### config.mk
export PLATFORM = sky130hd
export DESIGN_NAME = i2c_sensor_transaction_master_core
export DESIGN_NICKNAME = d
export VERILOG_FILES = /design/src/sv/i2cstm_pkg.sv /design/src/sv/i2c_sensor_transaction_master_core.sv
export VERILOG_INCLUDE_DIRS = /design/src /design/src/sv
export SDC_FILE = /design/constraint.sdc
export NUM_CORES = 1
export LEC_CHECK = 0
export ABC_AREA = 0
export BUFFER_PORTS_ARGS = -buffer_cell sky130_fd_sc_hd__buf_4
export CORE_UTILIZATION = 55
export CTS_BUF_LIST = sky130_fd_sc_hd__clkbuf_4 sky130_fd_sc_hd__clkbuf_8
export DETAILED_ROUTE_END_ITERATION = 16
export PLACE_DENSITY = 0.82
export RECOVER_POWER = 25
export SKIP_CTS_REPAIR_TIMING = 1
export SYNTH_ARGS = -nofsm -noshare
export SYNTH_HDL_FRONTEND = slang
export SYNTH_SLANG_ARGS = --single-unit
### constraint.sdc
create_clock -name clk_i -period 5.3 [get_ports clk_i]
set_input_delay 1.06 -clock clk_i [delete_from_list [all_inputs] [get_ports clk_i]]
set_output_delay 1.06 -clock clk_i [all_outputs]
set_load 0.005 [all_outputs]
### src/sv/assert_macros.svh
// Assertion macros used by the RTL core.
`ifndef ASSERT_MACROS_SVH
`define ASSERT_MACROS_SVH

// Same-cycle implication, disabled during reset.
`define ASSERT_IMPLIES(label, clk, rst_n, ante, cons) \
  label: assert property (@(posedge clk) disable iff (!rst_n) (ante) |-> (cons)) \
    else $error("assertion failed");

// Next-cycle implication, disabled during reset.
`define ASSERT_NEXT(label, clk, rst_n, ante, cons) \
  label: assert property (@(posedge clk) disable iff (!rst_n) (ante) |=> (cons)) \
    else $error("assertion failed");

`endif

### src/sv/i2cstm_pkg.sv
// Types and constants of the I2C sensor transaction master.
package i2cstm_pkg;

  typedef enum logic [4:0] {
    ST_IDLE    = 5'd0,
    ST_START_A = 5'd1,
    ST_START_B = 5'd2,
    ST_TX_LO1  = 5'd3,
    ST_TX_HI   = 5'd4,
    ST_TX_LO2  = 5'd5,
    ST_TX_TAIL = 5'd6,
    ST_AK_LO   = 5'd7,
    ST_AK_HI   = 5'd8,
    ST_AK_POLL = 5'd9,
    ST_RX_LO   = 5'd10,
    ST_RX_HI   = 5'd11,
    ST_RA_LO   = 5'd12,
    ST_RA_HI   = 5'd13,
    ST_SP_LO   = 5'd14,
    ST_SP_HI   = 5'd15,
    ST_WAIT    = 5'd16
  } seq_state_e;

  typedef enum logic [1:0] {
    FUNC_TICK  = 2'd0,
    FUNC_WRITE = 2'd1,
    FUNC_READ  = 2'd2,
    FUNC_RSVD  = 2'd3
  } func_e;

  typedef enum logic [1:0] {
    CFG_DEV_ADDR   = 2'd0,
    CFG_PHASE      = 2'd1,
    CFG_ACK_TMO    = 2'd2,
    CFG_POST_WRITE = 2'd3
  } cfg_index_e;

  localparam logic [6:0]  DevAddrRst   = 7'd88;
  localparam logic [15:0] PhaseRst     = 16'd20;
  localparam logic [7:0]  AckTmoRst    = 8'd250;
  localparam logic [19:0] PostWriteRst = 20'd100000;

  // Byte index (after increment) of the checksum byte in a read, and of the NACKed byte.
  localparam logic [2:0] ChecksumByte = 3'd3;
  localparam logic [2:0] LastByte     = 3'd5;
  localparam logic [3:0] LastBit      = 4'd7;

endpackage

### src/sv/i2c_sensor_transaction_master_core.sv
// I2C sensor transaction master: tick-driven bus sequencer with a registered result.
// The result of a tick is presented in the cycle after the tick is accepted.
// Throughput: one tick per clock cycle unless the result side stalls; the sequencer
// state step is one pass of short logic between the state and result registers.
// Reset: asynchronous, active low; sequencer idle, counters and data word zero,
// configuration registers at their default values, no result pending.
`include "assert_macros.svh"

module i2c_sensor_transaction_master_core (
  input  logic        clk_i,
  input  logic        rst_ni,
  // tick channel
  input  logic        in_valid_i,
  output logic        in_ready_o,
  input  logic [1:0]  func_i,
  input  logic [7:0]  cmd_first_byte_i,
  input  logic [7:0]  cmd_second_byte_i,
  input  logic        sda_sample_i,
  // result channel
  output logic        out_valid_o,
  input  logic        out_ready_i,
  output logic        scl_level_o,
  output logic        sda_level_o,
  output logic        sda_driving_o,
  output logic        busy_res_o,
  output logic        done_res_o,
  output logic        ack_error_o,
  output logic [31:0] read_word_o,
  // configuration write channel
  input  logic        cfg_valid_i,
  output logic        cfg_ready_o,
  input  logic [1:0]  cfg_index_i,
  input  logic [19:0] cfg_data_i
);

  // Configuration registers.
  logic [6:0]  dev_addr_q;
  logic [15:0] phase_len_q;
  logic [7:0]  ack_tmo_q;
  logic [19:0] post_write_q;

  // Sequencer state.
  i2cstm_pkg::seq_state_e state_q, state_d;
  logic [15:0] phase_q, phase_d;
  logic [3:0]  bit_q, bit_d;
  logic [2:0]  byte_q, byte_d;
  logic [7:0]  shift_q, shift_d;
  logic [7:0]  tmo_q, tmo_d;
  logic [19:0] wait_q, wait_d;
  logic [31:0] word_q, word_d;
  logic [15:0] pend_q, pend_d;
  logic        rmode_q, rmode_d;
  logic        err_q, err_d;

  // State seen by this tick after a command is taken; drives the line levels.
  i2cstm_pkg::seq_state_e cur_state;
  logic        cur_bit7;
  logic        cur_nack;
  logic        done_d;
  logic        ack_err_d;

  // Line levels of this tick.
  logic        scl_d, sda_d, drv_d, busy_d;

  // Result register.
  logic        out_valid_q;
  logic        scl_q, sda_q, drv_q, busy_q, done_q, ack_err_q;
  logic [31:0] rword_q;

  logic        in_fire;
  logic        cfg_fire;

  assign in_ready_o  = !out_valid_q || out_ready_i;
  assign in_fire     = in_valid_i && in_ready_o;
  assign cfg_ready_o = 1'b1;
  assign cfg_fire    = cfg_valid_i && cfg_ready_o;

  // Configuration writes take effect at once.
  always_ff @(posedge clk_i or negedge rst_ni) begin
    if (!rst_ni) begin
      dev_addr_q   <= i2cstm_pkg::DevAddrRst;
      phase_len_q  <= i2cstm_pkg::PhaseRst;
      ack_tmo_q    <= i2cstm_pkg::AckTmoRst;
      post_write_q <= i2cstm_pkg::PostWriteRst;
    end else if (cfg_fire) begin
      unique case (i2cstm_pkg::cfg_index_e'(cfg_index_i))
        i2cstm_pkg::CFG_DEV_ADDR:   dev_addr_q   <= cfg_data_i[6:0];
        i2cstm_pkg::CFG_PHASE:      phase_len_q  <= cfg_data_i[15:0];
        i2cstm_pkg::CFG_ACK_TMO:    ack_tmo_q    <= cfg_data_i[7:0];
        i2cstm_pkg::CFG_POST_WRITE: post_write_q <= cfg_data_i;
        default: ;
      endcase
    end
  end

  // Next state and datapath for one tick.
  always_comb begin : next_state
    logic        half;
    logic [15:0] plen;
    logic        pdone;
    logic [15:0] pnext;

    state_d   = state_q;
    phase_d   = phase_q;
    bit_d     = bit_q;
    byte_d    = byte_q;
    shift_d   = shift_q;
    tmo_d     = tmo_q;
    wait_d    = wait_q;
    word_d    = word_q;
    pend_d    = pend_q;
    rmode_d   = rmode_q;
    err_d     = err_q;
    done_d    = 1'b0;
    ack_err_d = 1'b0;

    // A command is taken only while idle; the taking tick is the first START tick.
    if (state_q == i2cstm_pkg::ST_IDLE &&
        (func_i == i2cstm_pkg::FUNC_WRITE || func_i == i2cstm_pkg::FUNC_READ)) begin
      rmode_d = (func_i == i2cstm_pkg::FUNC_READ);
      pend_d  = {cmd_first_byte_i, cmd_second_byte_i};
      shift_d = {dev_addr_q, rmode_d};
      byte_d  = '0;
      bit_d   = '0;
      phase_d = '0;
      tmo_d   = '0;
      err_d   = 1'b0;
      state_d = i2cstm_pkg::ST_START_A;
    end

    cur_state = state_d;
    cur_bit7  = shift_d[7];
    cur_nack  = (byte_d >= i2cstm_pkg::LastByte);

    // Phase timing: the two phases ahead of the acknowledge poll are half length.
    half  = (state_d == i2cstm_pkg::ST_AK_LO) || (state_d == i2cstm_pkg::ST_AK_HI);
    plen  = half ? {1'b0, phase_len_q[15:1]} : phase_len_q;
    if (plen == '0) begin
      plen = 16'd1;
    end
    pdone = ({1'b0, phase_d} + 17'd1) >= {1'b0, plen};
    pnext = pdone ? '0 : phase_d + 16'd1;

    unique case (state_d)
      i2cstm_pkg::ST_IDLE: ;
      i2cstm_pkg::ST_START_A: begin
        phase_d = pnext;
        if (pdone) state_d = i2cstm_pkg::ST_START_B;
      end
      i2cstm_pkg::ST_START_B: begin
        phase_d = pnext;
        if (pdone) state_d = i2cstm_pkg::ST_TX_LO1;
      end
      i2cstm_pkg::ST_TX_LO1: begin
        phase_d = pnext;
        if (pdone) state_d = i2cstm_pkg::ST_TX_HI;
      end
      i2cstm_pkg::ST_TX_HI: begin
        phase_d = pnext;
        if (pdone) state_d = i2cstm_pkg::ST_TX_LO2;
      end
      i2cstm_pkg::ST_TX_LO2: begin
        phase_d = pnext;
        if (pdone) begin
          if (bit_d >= i2cstm_pkg::LastBit) begin
            state_d = i2cstm_pkg::ST_TX_TAIL;
          end else begin
            shift_d = {shift_d[6:0], 1'b0};
            bit_d   = bit_d + 4'd1;
            state_d = i2cstm_pkg::ST_TX_LO1;
          end
        end
      end
      i2cstm_pkg::ST_TX_TAIL: begin
        phase_d = pnext;
        if (pdone) state_d = i2cstm_pkg::ST_AK_LO;
      end
      i2cstm_pkg::ST_AK_LO: begin
        phase_d = pnext;
        if (pdone) state_d = i2cstm_pkg::ST_AK_HI;
      end
      i2cstm_pkg::ST_AK_HI: begin
        phase_d = pnext;
        if (pdone) begin
          tmo_d   = '0;
          state_d = i2cstm_pkg::ST_AK_POLL;
        end
      end
      i2cstm_pkg::ST_AK_POLL: begin
        phase_d = '0;
        if (!sda_sample_i) begin
          byte_d = byte_d + 3'd1;
          bit_d  = '0;
          if (rmode_d) begin
            shift_d = '0;
            state_d = i2cstm_pkg::ST_RX_LO;
          end else if (byte_d == 3'd1) begin
            shift_d = pend_d[15:8];
            state_d = i2cstm_pkg::ST_TX_LO1;
          end else if (byte_d == 3'd2) begin
            shift_d = pend_d[7:0];
            state_d = i2cstm_pkg::ST_TX_LO1;
          end else begin
            state_d = i2cstm_pkg::ST_SP_LO;
          end
        end else if (tmo_d == ack_tmo_q) begin
          // Acknowledge timed out: stop and end with the error flag.
          err_d   = 1'b1;
          state_d = i2cstm_pkg::ST_SP_LO;
        end else begin
          tmo_d = tmo_d + 8'd1;
        end
      end
      i2cstm_pkg::ST_RX_LO: begin
        phase_d = pnext;
        if (pdone) state_d = i2cstm_pkg::ST_RX_HI;
      end
      i2cstm_pkg::ST_RX_HI: begin
        // Sample on the first tick of the high phase.
        if (phase_d == '0) shift_d = {shift_d[6:0], sda_sample_i};
        phase_d = pnext;
        if (pdone) begin
          if (bit_d >= i2cstm_pkg::LastBit) begin
            if (byte_d != i2cstm_pkg::ChecksumByte) word_d = {word_d[23:0], shift_d};
            state_d = i2cstm_pkg::ST_RA_LO;
          end else begin
            bit_d   = bit_d + 4'd1;
            state_d = i2cstm_pkg::ST_RX_LO;
          end
        end
      end
      i2cstm_pkg::ST_RA_LO: begin
        phase_d = pnext;
        if (pdone) state_d = i2cstm_pkg::ST_RA_HI;
      end
      i2cstm_pkg::ST_RA_HI: begin
        phase_d = pnext;
        if (pdone) begin
          if (byte_d >= i2cstm_pkg::LastByte) begin
            state_d = i2cstm_pkg::ST_SP_LO;
          end else begin
            byte_d  = byte_d + 3'd1;
            bit_d   = '0;
            shift_d = '0;
            state_d = i2cstm_pkg::ST_RX_LO;
          end
        end
      end
      i2cstm_pkg::ST_SP_LO: begin
        phase_d = pnext;
        if (pdone) state_d = i2cstm_pkg::ST_SP_HI;
      end
      i2cstm_pkg::ST_SP_HI: begin
        phase_d = pnext;
        if (pdone) begin
          done_d    = 1'b1;
          ack_err_d = err_d;
          if (!rmode_d && !err_d && post_write_q != '0) begin
            wait_d  = '0;
            state_d = i2cstm_pkg::ST_WAIT;
          end else begin
            state_d = i2cstm_pkg::ST_IDLE;
          end
        end
      end
      i2cstm_pkg::ST_WAIT: begin
        if (({1'b0, wait_d} + 21'd1) >= {1'b0, post_write_q}) begin
          wait_d  = '0;
          state_d = i2cstm_pkg::ST_IDLE;
        end else begin
          wait_d = wait_d + 20'd1;
        end
      end
      default: state_d = i2cstm_pkg::ST_IDLE;
    endcase
  end

  // Bus levels of this tick, from the state the tick runs in.
  always_comb begin : line_levels
    scl_d  = 1'b1;
    sda_d  = 1'b1;
    drv_d  = 1'b1;
    busy_d = (cur_state != i2cstm_pkg::ST_IDLE);
    unique case (cur_state)
      i2cstm_pkg::ST_START_B: sda_d = 1'b0;
      i2cstm_pkg::ST_TX_LO1, i2cstm_pkg::ST_TX_LO2, i2cstm_pkg::ST_TX_TAIL: begin
        scl_d = 1'b0;
        sda_d = cur_bit7;
      end
      i2cstm_pkg::ST_TX_HI: sda_d = cur_bit7;
      i2cstm_pkg::ST_AK_LO, i2cstm_pkg::ST_RX_LO: begin
        scl_d = 1'b0;
        drv_d = 1'b0;
      end
      i2cstm_pkg::ST_AK_HI, i2cstm_pkg::ST_AK_POLL, i2cstm_pkg::ST_RX_HI: drv_d = 1'b0;
      i2cstm_pkg::ST_RA_LO: begin
        scl_d = 1'b0;
        sda_d = cur_nack;
      end
      i2cstm_pkg::ST_RA_HI: sda_d = cur_nack;
      i2cstm_pkg::ST_SP_LO: begin
        scl_d = 1'b0;
        sda_d = 1'b0;
      end
      default: ;
    endcase
  end

  // Advance the sequencer on every accepted tick.
  always_ff @(posedge clk_i or negedge rst_ni) begin
    if (!rst_ni) begin
      state_q <= i2cstm_pkg::ST_IDLE;
      phase_q <= '0;
      bit_q   <= '0;
      byte_q  <= '0;
      shift_q <= '0;
      tmo_q   <= '0;
      wait_q  <= '0;
      word_q  <= '0;
      pend_q  <= '0;
      rmode_q <= 1'b0;
      err_q   <= 1'b0;
    end else if (in_fire) begin
      state_q <= state_d;
      phase_q <= phase_d;
      bit_q   <= bit_d;
      byte_q  <= byte_d;
      shift_q <= shift_d;
      tmo_q   <= tmo_d;
      wait_q  <= wait_d;
      word_q  <= word_d;
      pend_q  <= pend_d;
      rmode_q <= rmode_d;
      err_q   <= err_d;
    end
  end

  // Result register: hold a result until its transfer, refill on every accepted tick.
  always_ff @(posedge clk_i or negedge rst_ni) begin
    if (!rst_ni) begin
      out_valid_q <= 1'b0;
    end else if (in_fire) begin
      out_valid_q <= 1'b1;
    end else if (out_ready_i) begin
      out_valid_q <= 1'b0;
    end
  end

  always_ff @(posedge clk_i) begin
    if (in_fire) begin
      scl_q     <= scl_d;
      sda_q     <= sda_d;
      drv_q     <= drv_d;
      busy_q    <= busy_d;
      done_q    <= done_d;
      ack_err_q <= ack_err_d;
      rword_q   <= word_d;
    end
  end

  assign out_valid_o   = out_valid_q;
  assign scl_level_o   = scl_q;
  assign sda_level_o   = sda_q;
  assign sda_driving_o = drv_q;
  assign busy_res_o    = busy_q;
  assign done_res_o    = done_q;
  assign ack_error_o   = ack_err_q;
  assign read_word_o   = rword_q;

  `ASSERT_IMPLIES(a_done_while_busy, clk_i, rst_ni, out_valid_o && done_res_o, busy_res_o)
  `ASSERT_IMPLIES(a_err_with_done, clk_i, rst_ni, out_valid_o && ack_error_o, done_res_o)
  `ASSERT_IMPLIES(a_idle_phase_clear, clk_i, rst_ni, state_q == i2cstm_pkg::ST_IDLE, phase_q == '0)
  `ASSERT_NEXT(a_wait_exit, clk_i, rst_ni, in_fire && state_q == i2cstm_pkg::ST_WAIT, state_q == i2cstm_pkg::ST_WAIT || state_q == i2cstm_pkg::ST_IDLE)

endmodule

==> results.md, run 1 <==
- Outcome: finished, violations left
- Failing checks: capacitance limit, slew limit
- CTS tree: done
- Syn_area_per_cell: 11.2 um^2
- Critical path origin: state_q[3]
- Crit-path cells: buf_4 > nor2b_1 > nand3_1 > a21oi_2 > buf_4 > mux2i_1 > nand4_1 > or4_1 > nand2_1 > ha_1 > nand2b_1 > a21oi_1 > o311ai_1 > and3_1 > nand3_2 > and2_1 > buf_12 > mux2_1
- Pre-Repair DR Iteration Count: 7
- Mapped Area: 0.0118 mm^2
- Multiplexer share of the synthesized area: 18.2%
- Final ANT Viol Nets: 0
- Latest clock arrival within the worst-skew pair: 0.55 ns
- Seq. cell area: 0.00532 mm^2
- Routed length on met2: 13,400 um
- Setup_tns: 0 ns
- Initial antenna violation count: 0
- R2R setup slack: 0.44 ns
- Top sig layer: met4
- Crit. End Element: register
- Relative slew margins: -82.9%
- Clock buffer count from CTS: 36
- Critical Path End: read_word_o[28]
- Tot Pwr: 0.00544 W
- Worst reg2reg path depth: 18
- Initial drt markers: 871
- R2R Path End: read_word_o[28]
- Diodes inserted: 0
- Commonest non-fill, non-tap cell in the layout: dfrtp_1
- Vias in the first global route: 8,813
- DR vias/cell: 6.21
- Most common cell on crit path: buf_4
- Highest clock rate: 0.206 GHz
- Seq pwr share: 38.9%
- Critical Path RT: 5.56 ns
- Post-Route WL: 29,400 um
- LEAKAGE: 5.90 nW
- Die Area: 0.0220 mm^2
- Synth Area in Adders: 4.88%
- Worst R2R Start: state_q[3]
- Dominant synthesized flop cell: dfrtp_1
- Synth Area in Compound Gates: 12.1%
- Hold wc startpoint: word_q[24]
- Met3 Wirelength: 2380 um
- Final Critical Period: 4.86 ns
- Arrival @ worst endpoint: 5.13 ns
- CP max-delay cell: or4_1
- Chip width: 148 um
- Slew at the pin closest to its max-slew limit: 2.74 ns
- Area taken by multi-input logic gates: 0.00601 mm^2
- Comb power frac: 32.2%
- Critical Path Stages: 18
- Largest area contributor in the netlist: dfrtp_1
- CP Launch Type: register
- PwrDens: 404 mW/mm^2
- Starting density of the core: 56.1%
- Fillers: 1,592
- Switching power: 0.00188 W
- Final Skew: 0.0291 ns
- Die Ht: 148 um
- Grt ovf: 0
- Largest net degree at the start of global routing: 105
- CP Buf/Inv Count: 3
- Synth Area in Simple Gates: 13.1%
- Hold crit path type: register to register
- Core Area: 0.0210 mm^2
- Commonest non-fill, non-tap cells in the layout: dfrtp_1 (149), buf_4 (104), mux2_2 (88)
- Worst Path Class, Setup: register to register
- Seq cells post-synth: 204
- Largest family of logic cells by synthesized area: multiplexers
- GR Util All Layers: 27.2%
- Top-level port count: 87
- Max-slew violation count: 105
- Clock power share: 28.8%
- Final setup vio count: 0
- Post-synth EDFFs: 38
- Port buffer count: 85
- M1 wire length: 12,900 um
- Crit-path max cell delay: 0.53 ns
- Int Pwr: 0.00356 W
- Area share of the largest cell type after synthesis: 31.6%
- First-pass GRT wire length: 47,000 um
- Area grow syn2layout: 14.2%
- Net count, final: 1,241
- Post-synthesis sequential area ratio: 45.1%
- Root Driver: clkbuf_8
- Max Cap Viol: 1
- Tcrit/Tclk final: 91.8%
- DRC viols: 0
- Sw frac: 34.6%
- Synth Warn #: 0
- Final GP Congestion: 0.948
- Post-synth ARST share: 81.4%
- Clock sink count: 204
- CTS clk-pin slew, worst paths: 0.06 ns
- Synth area leaders: dfrtp_1 (32%), edfxtp_1 (9.7%), mux2_2 (8.4%)
- Top delay family on crit path: simple AND/OR/NAND/NOR gates
- RSZ-0062 raised after global routing: no
- Drt wl/cell: 20.2 um
- Post-synthesis xor/xnor area fraction: 2.68%
- Mapped Nets: 1,140
- Max clock buf depth: 3
- Worst-path maximum fanout: 32
- IR Drop Worst-Case VDD: 295 uV
- Yosys cell types: 85
- Via count: 9,020
- Layout cell share with drive strength beyond 1: 27.3%
- Post-DP HPWL: 20,300 um
- H-tree depth: 2
- Synth Instances: 1,048
- FP Rows: 53
- Fin. Hold Viols: 0
-- metal layers --
metal	vias to the layer above	GRT usage, %
met5	-	0
met4	0	8.35
met3	65	5.98
met2	402	42.1
met1	4435	38.2
li1	4118	-
-- logic make-up after synthesis --
family | count (synthesis)
flops | 204
fa+ha+maj | 46
mux | 187
simple gates | 293
compound gates | 191
buf+inv | 90
xor+xnor | 36
other cells | 1
-- final cells by class --
type | instances | area share, %
sequential | 204 | 39.5
tap | 275 | 2.56
clock inverter | 12 | 0.892
clock buffer | 54 | 4.87
timing repair buffer | 111 | 6.39
inverter | 42 | 1.17
multi-input combinational | 754 | 44.6
-- worst min-delay path by stage --
stage	depth (start not counted)	to	slack, ns
detailed placement	1	word_q[24]	0.48
floorplan	1	word_q[24]	0.45
CTS	1	word_q[24]	0.49
global placement	1	word_q[29]	0.46
finish	1	word_q[24]	0.48
global route	1	word_q[29]	0.51
-- worst reg2reg max path: cells and delay by family (launching register included) --
kind	cells	cell delay (ns)
DFF	1	0.50
and+or+nand+nor	9	1.98
muxes	2	0.73
buffers and inverters	3	0.70
adders and majority gates	1	0.15
AOI/OAI and AO/OA	3	0.56
-- power groups by stage --
stage	logic, W	registers (W)	clock network [W]
finish	0.00175	0.00212	0.00157
global route	0.00190	0.00214	0.00167
global placement	0.00165	0.00211	0
CTS	0.00172	0.00211	0.00159
floorplan	0.00132	0.00202	0
detailed placement	0.00171	0.00213	0
-- stage by stage --
step / util (%) / hold WS [ns] / instances / setup slack (ns) / area (um^2)
2_1_floorplan: - / 0.450 / 1048 / 0.0403 / 11800
3_3_place_gp: 60.4 / 0.461 / 1386 / 0.328 / 12700
3_5_place_dp: 60.4 / 0.475 / 1386 / 0.143 / 12700
4_1_cts: 64.1 / 0.488 / 1452 / 0.533 / 13500
5_1_grt: 64.0 / 0.506 / 1452 / 0.208 / 13500
6_report: 64.0 / 0.484 / 1452 / 0.435 / 13500
-- Yosys cell counts, types with 6 or more instances --
cell	n
and2_1	12
nor2_1	49
clkbuf_1	18
dfstp_2	17
nor4_1	8
mux2i_1	36
ha_1	46
xnor2_1	19
nand4_1	18
and3_1	8
nand2_1	79
o32a_1	6
nand2b_1	12
a31oi_1	28
buf_2	13
o211ai_1	6
nand3_1	42
o21ai_0	23
mux4_2	7
buf_6	9
inv_1	41
dfrtp_1	149
nor2b_1	11
mux2_1	56
mux2_2	88
nor3_1	17
a22o_1	24
edfxtp_1	38
a21oi_1	40
a211oi_1	8
xor2_1	17
-- flip-flops by register name (all words and copies together), names as in the netlist, 16 cells and up --
name,cells
read_word_o,32
word_q,32
post_write_q,20
wait_q,20
pend_q,16
phase_len_q,16
phase_q,16
(Power assumes the default switching activity.)
==> run 2, diff against run 1 <==
--- a/config.mk
+++ b/config.mk
@@ -9,8 +9,9 @@
 export ABC_AREA = 0
 export BUFFER_PORTS_ARGS = -buffer_cell sky130_fd_sc_hd__buf_4
 export CORE_UTILIZATION = 55
-export CTS_BUF_LIST = sky130_fd_sc_hd__clkbuf_4 sky130_fd_sc_hd__clkbuf_8
+export CTS_BUF_LIST = sky130_fd_sc_hd__clkbuf_8
 export DETAILED_ROUTE_END_ITERATION = 16
+export HOLD_SLACK_MARGIN = 0.06
 export PLACE_DENSITY = 0.82
 export RECOVER_POWER = 25
 export SKIP_CTS_REPAIR_TIMING = 1
==> run 2 against run 1 <==
Net effect: the run still ends with capacitance limit, slew limit left; sequential share of layout area rose by 0.15 points; worst hold slack improved by 0.0014 ns; sequential power barely moved; die area did not move; clock power fell by 7%; clock skew fell by 0.0039 ns; utilization fell by 0.25 points; wire length fell by 1.0%; non-clock buffer count did not move; combinational power barely moved; register-to-register slack improved by 0.02 ns; via count barely moved.
==> results.md, run 2 (synthesis results as in run 1) <==
- Fillers: 1,604 (+0.75%)
- Largest net degree at the start of global routing: 105 (unchanged)
- Outcome: finished, violations left
- Placed Instances: 1,386 (unchanged)
- Initial antenna violation count: 0 (unchanged)
- Crit. End Element: register
- Worst R2R Start: state_q[3]
- Grt ovf: 0 (unchanged)
- Die Ht: 148 um (unchanged)
- DR vias/cell: 6.22 (about the same)
- LEAKAGE: 5.91 nW (+0.17%)
- Root Driver: clkbuf_8
- Hold wc startpoint: word_q[24]
- Int Pwr: 0.00346 W (-2.8%)
- CP max-delay cell: or4_1
- Chip width: 148 um (unchanged)
- Hold crit path type: register to register
- Vias in the first global route: 8,789 (-0.27%)
- RSZ-0062 raised after global routing: no
- Worst reg2reg path depth: 18 (unchanged)
- Crit-path max cell delay: 0.53 ns (about the same)
- Finished layout cell area: 0.0134 mm^2 (-0.39%)
- Max Cap Viol: 1 (unchanged)
- Relative slew margins: -78.9% (+4.0 points)
- Highest clock rate: 0.206 GHz (+0.37%)
- Clock sink count: 204 (unchanged)
- Commonest non-fill, non-tap cells in the layout: dfrtp_1 (149), buf_4 (104), mux2_2 (88)
- Slew at the pin closest to its max-slew limit: 2.68 ns (-0.0605 ns)
- GR Util All Layers: 27.0% (-0.23 points)
- Net count, final: 1,241 (unchanged)
- Switching power: 0.00187 W (-0.98%)
- Clock power share: 27.5% (-1.3 points)
- Worst Hold Path EP: word_q[24]
- Failing checks: capacitance limit, slew limit
- Final Skew: 0.0252 ns (-0.00391 ns)
- Final GP Congestion: 0.948 (unchanged)
- R2R setup slack: 0.45 ns (+0.02 ns)
- Arrival @ worst endpoint: 5.12 ns (about the same)
- CTS tree: done
- Worst-path maximum fanout: 32 (unchanged)
- Post-DP HPWL: 20,300 um (unchanged)
- Seq pwr share: 39.8% (+0.9 points)
- Area grow syn2layout: 13.8%
- Sw frac: 35.1% (+0.42 points)
- DRC viols: 0 (unchanged)
- Critical Path RT: 5.57 ns (about the same)
- Final setup vio count: 0 (unchanged)
- R2R Path End: read_word_o[28]
- CP Buf/Inv Count: 3 (unchanged)
- Latest clock arrival within the worst-skew pair: 0.54 ns (about the same)
- Hold Path Depth: 1 (unchanged)
- Layout cell share with drive strength beyond 1: 26.1% (-1.2 points)
- Max-slew violation count: 105 (unchanged)
- Diodes inserted: 0 (unchanged)
- Top-level port count: 87 (unchanged)
- IR Drop Worst-Case VDD: 271 uV (-7.8%)
- FP Rows: 53 (unchanged)
- Clock buffer count from CTS: 36 (unchanged)
- Post-Route WL: 29,100 um (-1.0%)
- Die Area: 0.0220 mm^2 (unchanged)
- Pre-Repair DR Iteration Count: 6 (-1)
- Most common cell on crit path: buf_4
- Final Critical Period: 4.85 ns (-0.0181 ns)
- PwrDens: 397 mW/mm^2 (-1.8%)
- Area after DPL: 0.0127 mm^2 (unchanged)
- Top delay family on crit path: simple AND/OR/NAND/NOR gates
- Port buffer count: 85 (unchanged)
- Core Area: 0.0210 mm^2 (unchanged)
- Tot Pwr: 0.00532 W (-2.2%)
- Crit-path cells: buf_4 > nor2b_1 > nand3_1 > a21oi_2 > buf_4 > mux2i_1 > nand4_1 > or4_1 > nand2_1 > ha_1 > nand2b_1 > a21oi_1 > o311ai_1 > and3_1 > nand3_2 > and2_1 > buf_12 > mux2_1
- Via count: 9,029 (+0.10%)
- Comb power frac: 32.8% (+0.6 points)
- Drt wl/cell: 20.0 um (-1.0%)
- Final ANT Viol Nets: 0 (unchanged)
- Post-Layout Cell Count: 1,452 (unchanged)
- Setup_tns: 0 ns (unchanged)
- First-pass GRT wire length: 46,700 um (-0.70%)
- Commonest non-fill, non-tap cell in the layout: dfrtp_1
- Initial drt markers: 842 (-3.3%)
- Max clock buf depth: 3 (unchanged)
- Tcrit/Tclk final: 91.4% (-0.34 points)
- CP Launch Type: register
- Starting density of the core: 56.1% (unchanged)
- Fin. Hold Viols: 0 (unchanged)
- H-tree depth: 2 (unchanged)
- Worst Path Class, Setup: register to register
- CTS clk-pin slew, worst paths: 0.06 ns (about the same)
[run 2: power by group through the flow]
stage | combinational [W] | sequential [W] | clock (W)
after floorplan | 0.00132 | 0.00202 | 0
after global placement | 0.00165 | 0.00211 | 0
after detailed placement | 0.00171 | 0.00213 | 0
after CTS | 0.00172 | 0.00210 | 0.00149
after global routing | 0.00189 | 0.00214 | 0.00157
final | 0.00175 | 0.00212 | 0.00146
[run 2: cell type report]
cell class,count,area (um^2),share of cell area [%]
Multi-Input combinational cell,754,6010,44.8
Clock buffer,40,551,4.11
Sequential cell,204,5320,39.6
Inverter,42,158,1.18
Clock inverter,26,173,1.29
Timing Repair Buffer,111,861,6.42
Tap cell,275,344,2.57
[run 2: per-layer routing]
layer | share of wire (%) | track usage [%] | wire length (um) | vias to the layer above
met1 | 43 | 37.8 | 12600 | 4411
li1 | - | - | - | 4125
met3 | 8.9 | 6.01 | 2580 | 71
met5 | 0 | 0 | 0 | -
met4 | 2.4 | 8.56 | 710 | 0
met2 | 46 | 41.7 | 13300 | 422
[run 2: how the worst max path moves through the flow]
stage,start,endpoint,slack (ns),cells after the start
after floorplan,func_i[0],read_word_o[23],0.04,23
after global placement,func_i[0],read_word_o[31],0.33,21
after detailed placement,func_i[0],read_word_o[28],0.14,21
after CTS,state_q[3],read_word_o[28],0.56,18
after global routing,state_q[3],read_word_o[5],0.23,18
final,state_q[3],read_word_o[28],0.45,18
[run 2: through the flow]
step | utilization, % | hold slack, ns | setup slack [ns]
after CTS | 63.9 | 0.488 | 0.562
after global placement | 60.4 | 0.461 | 0.328
after detailed placement | 60.4 | 0.475 | 0.143
after global routing | 63.8 | 0.506 | 0.225
final | 63.8 | 0.485 | 0.454
after floorplan | - | 0.450 | 0.0403
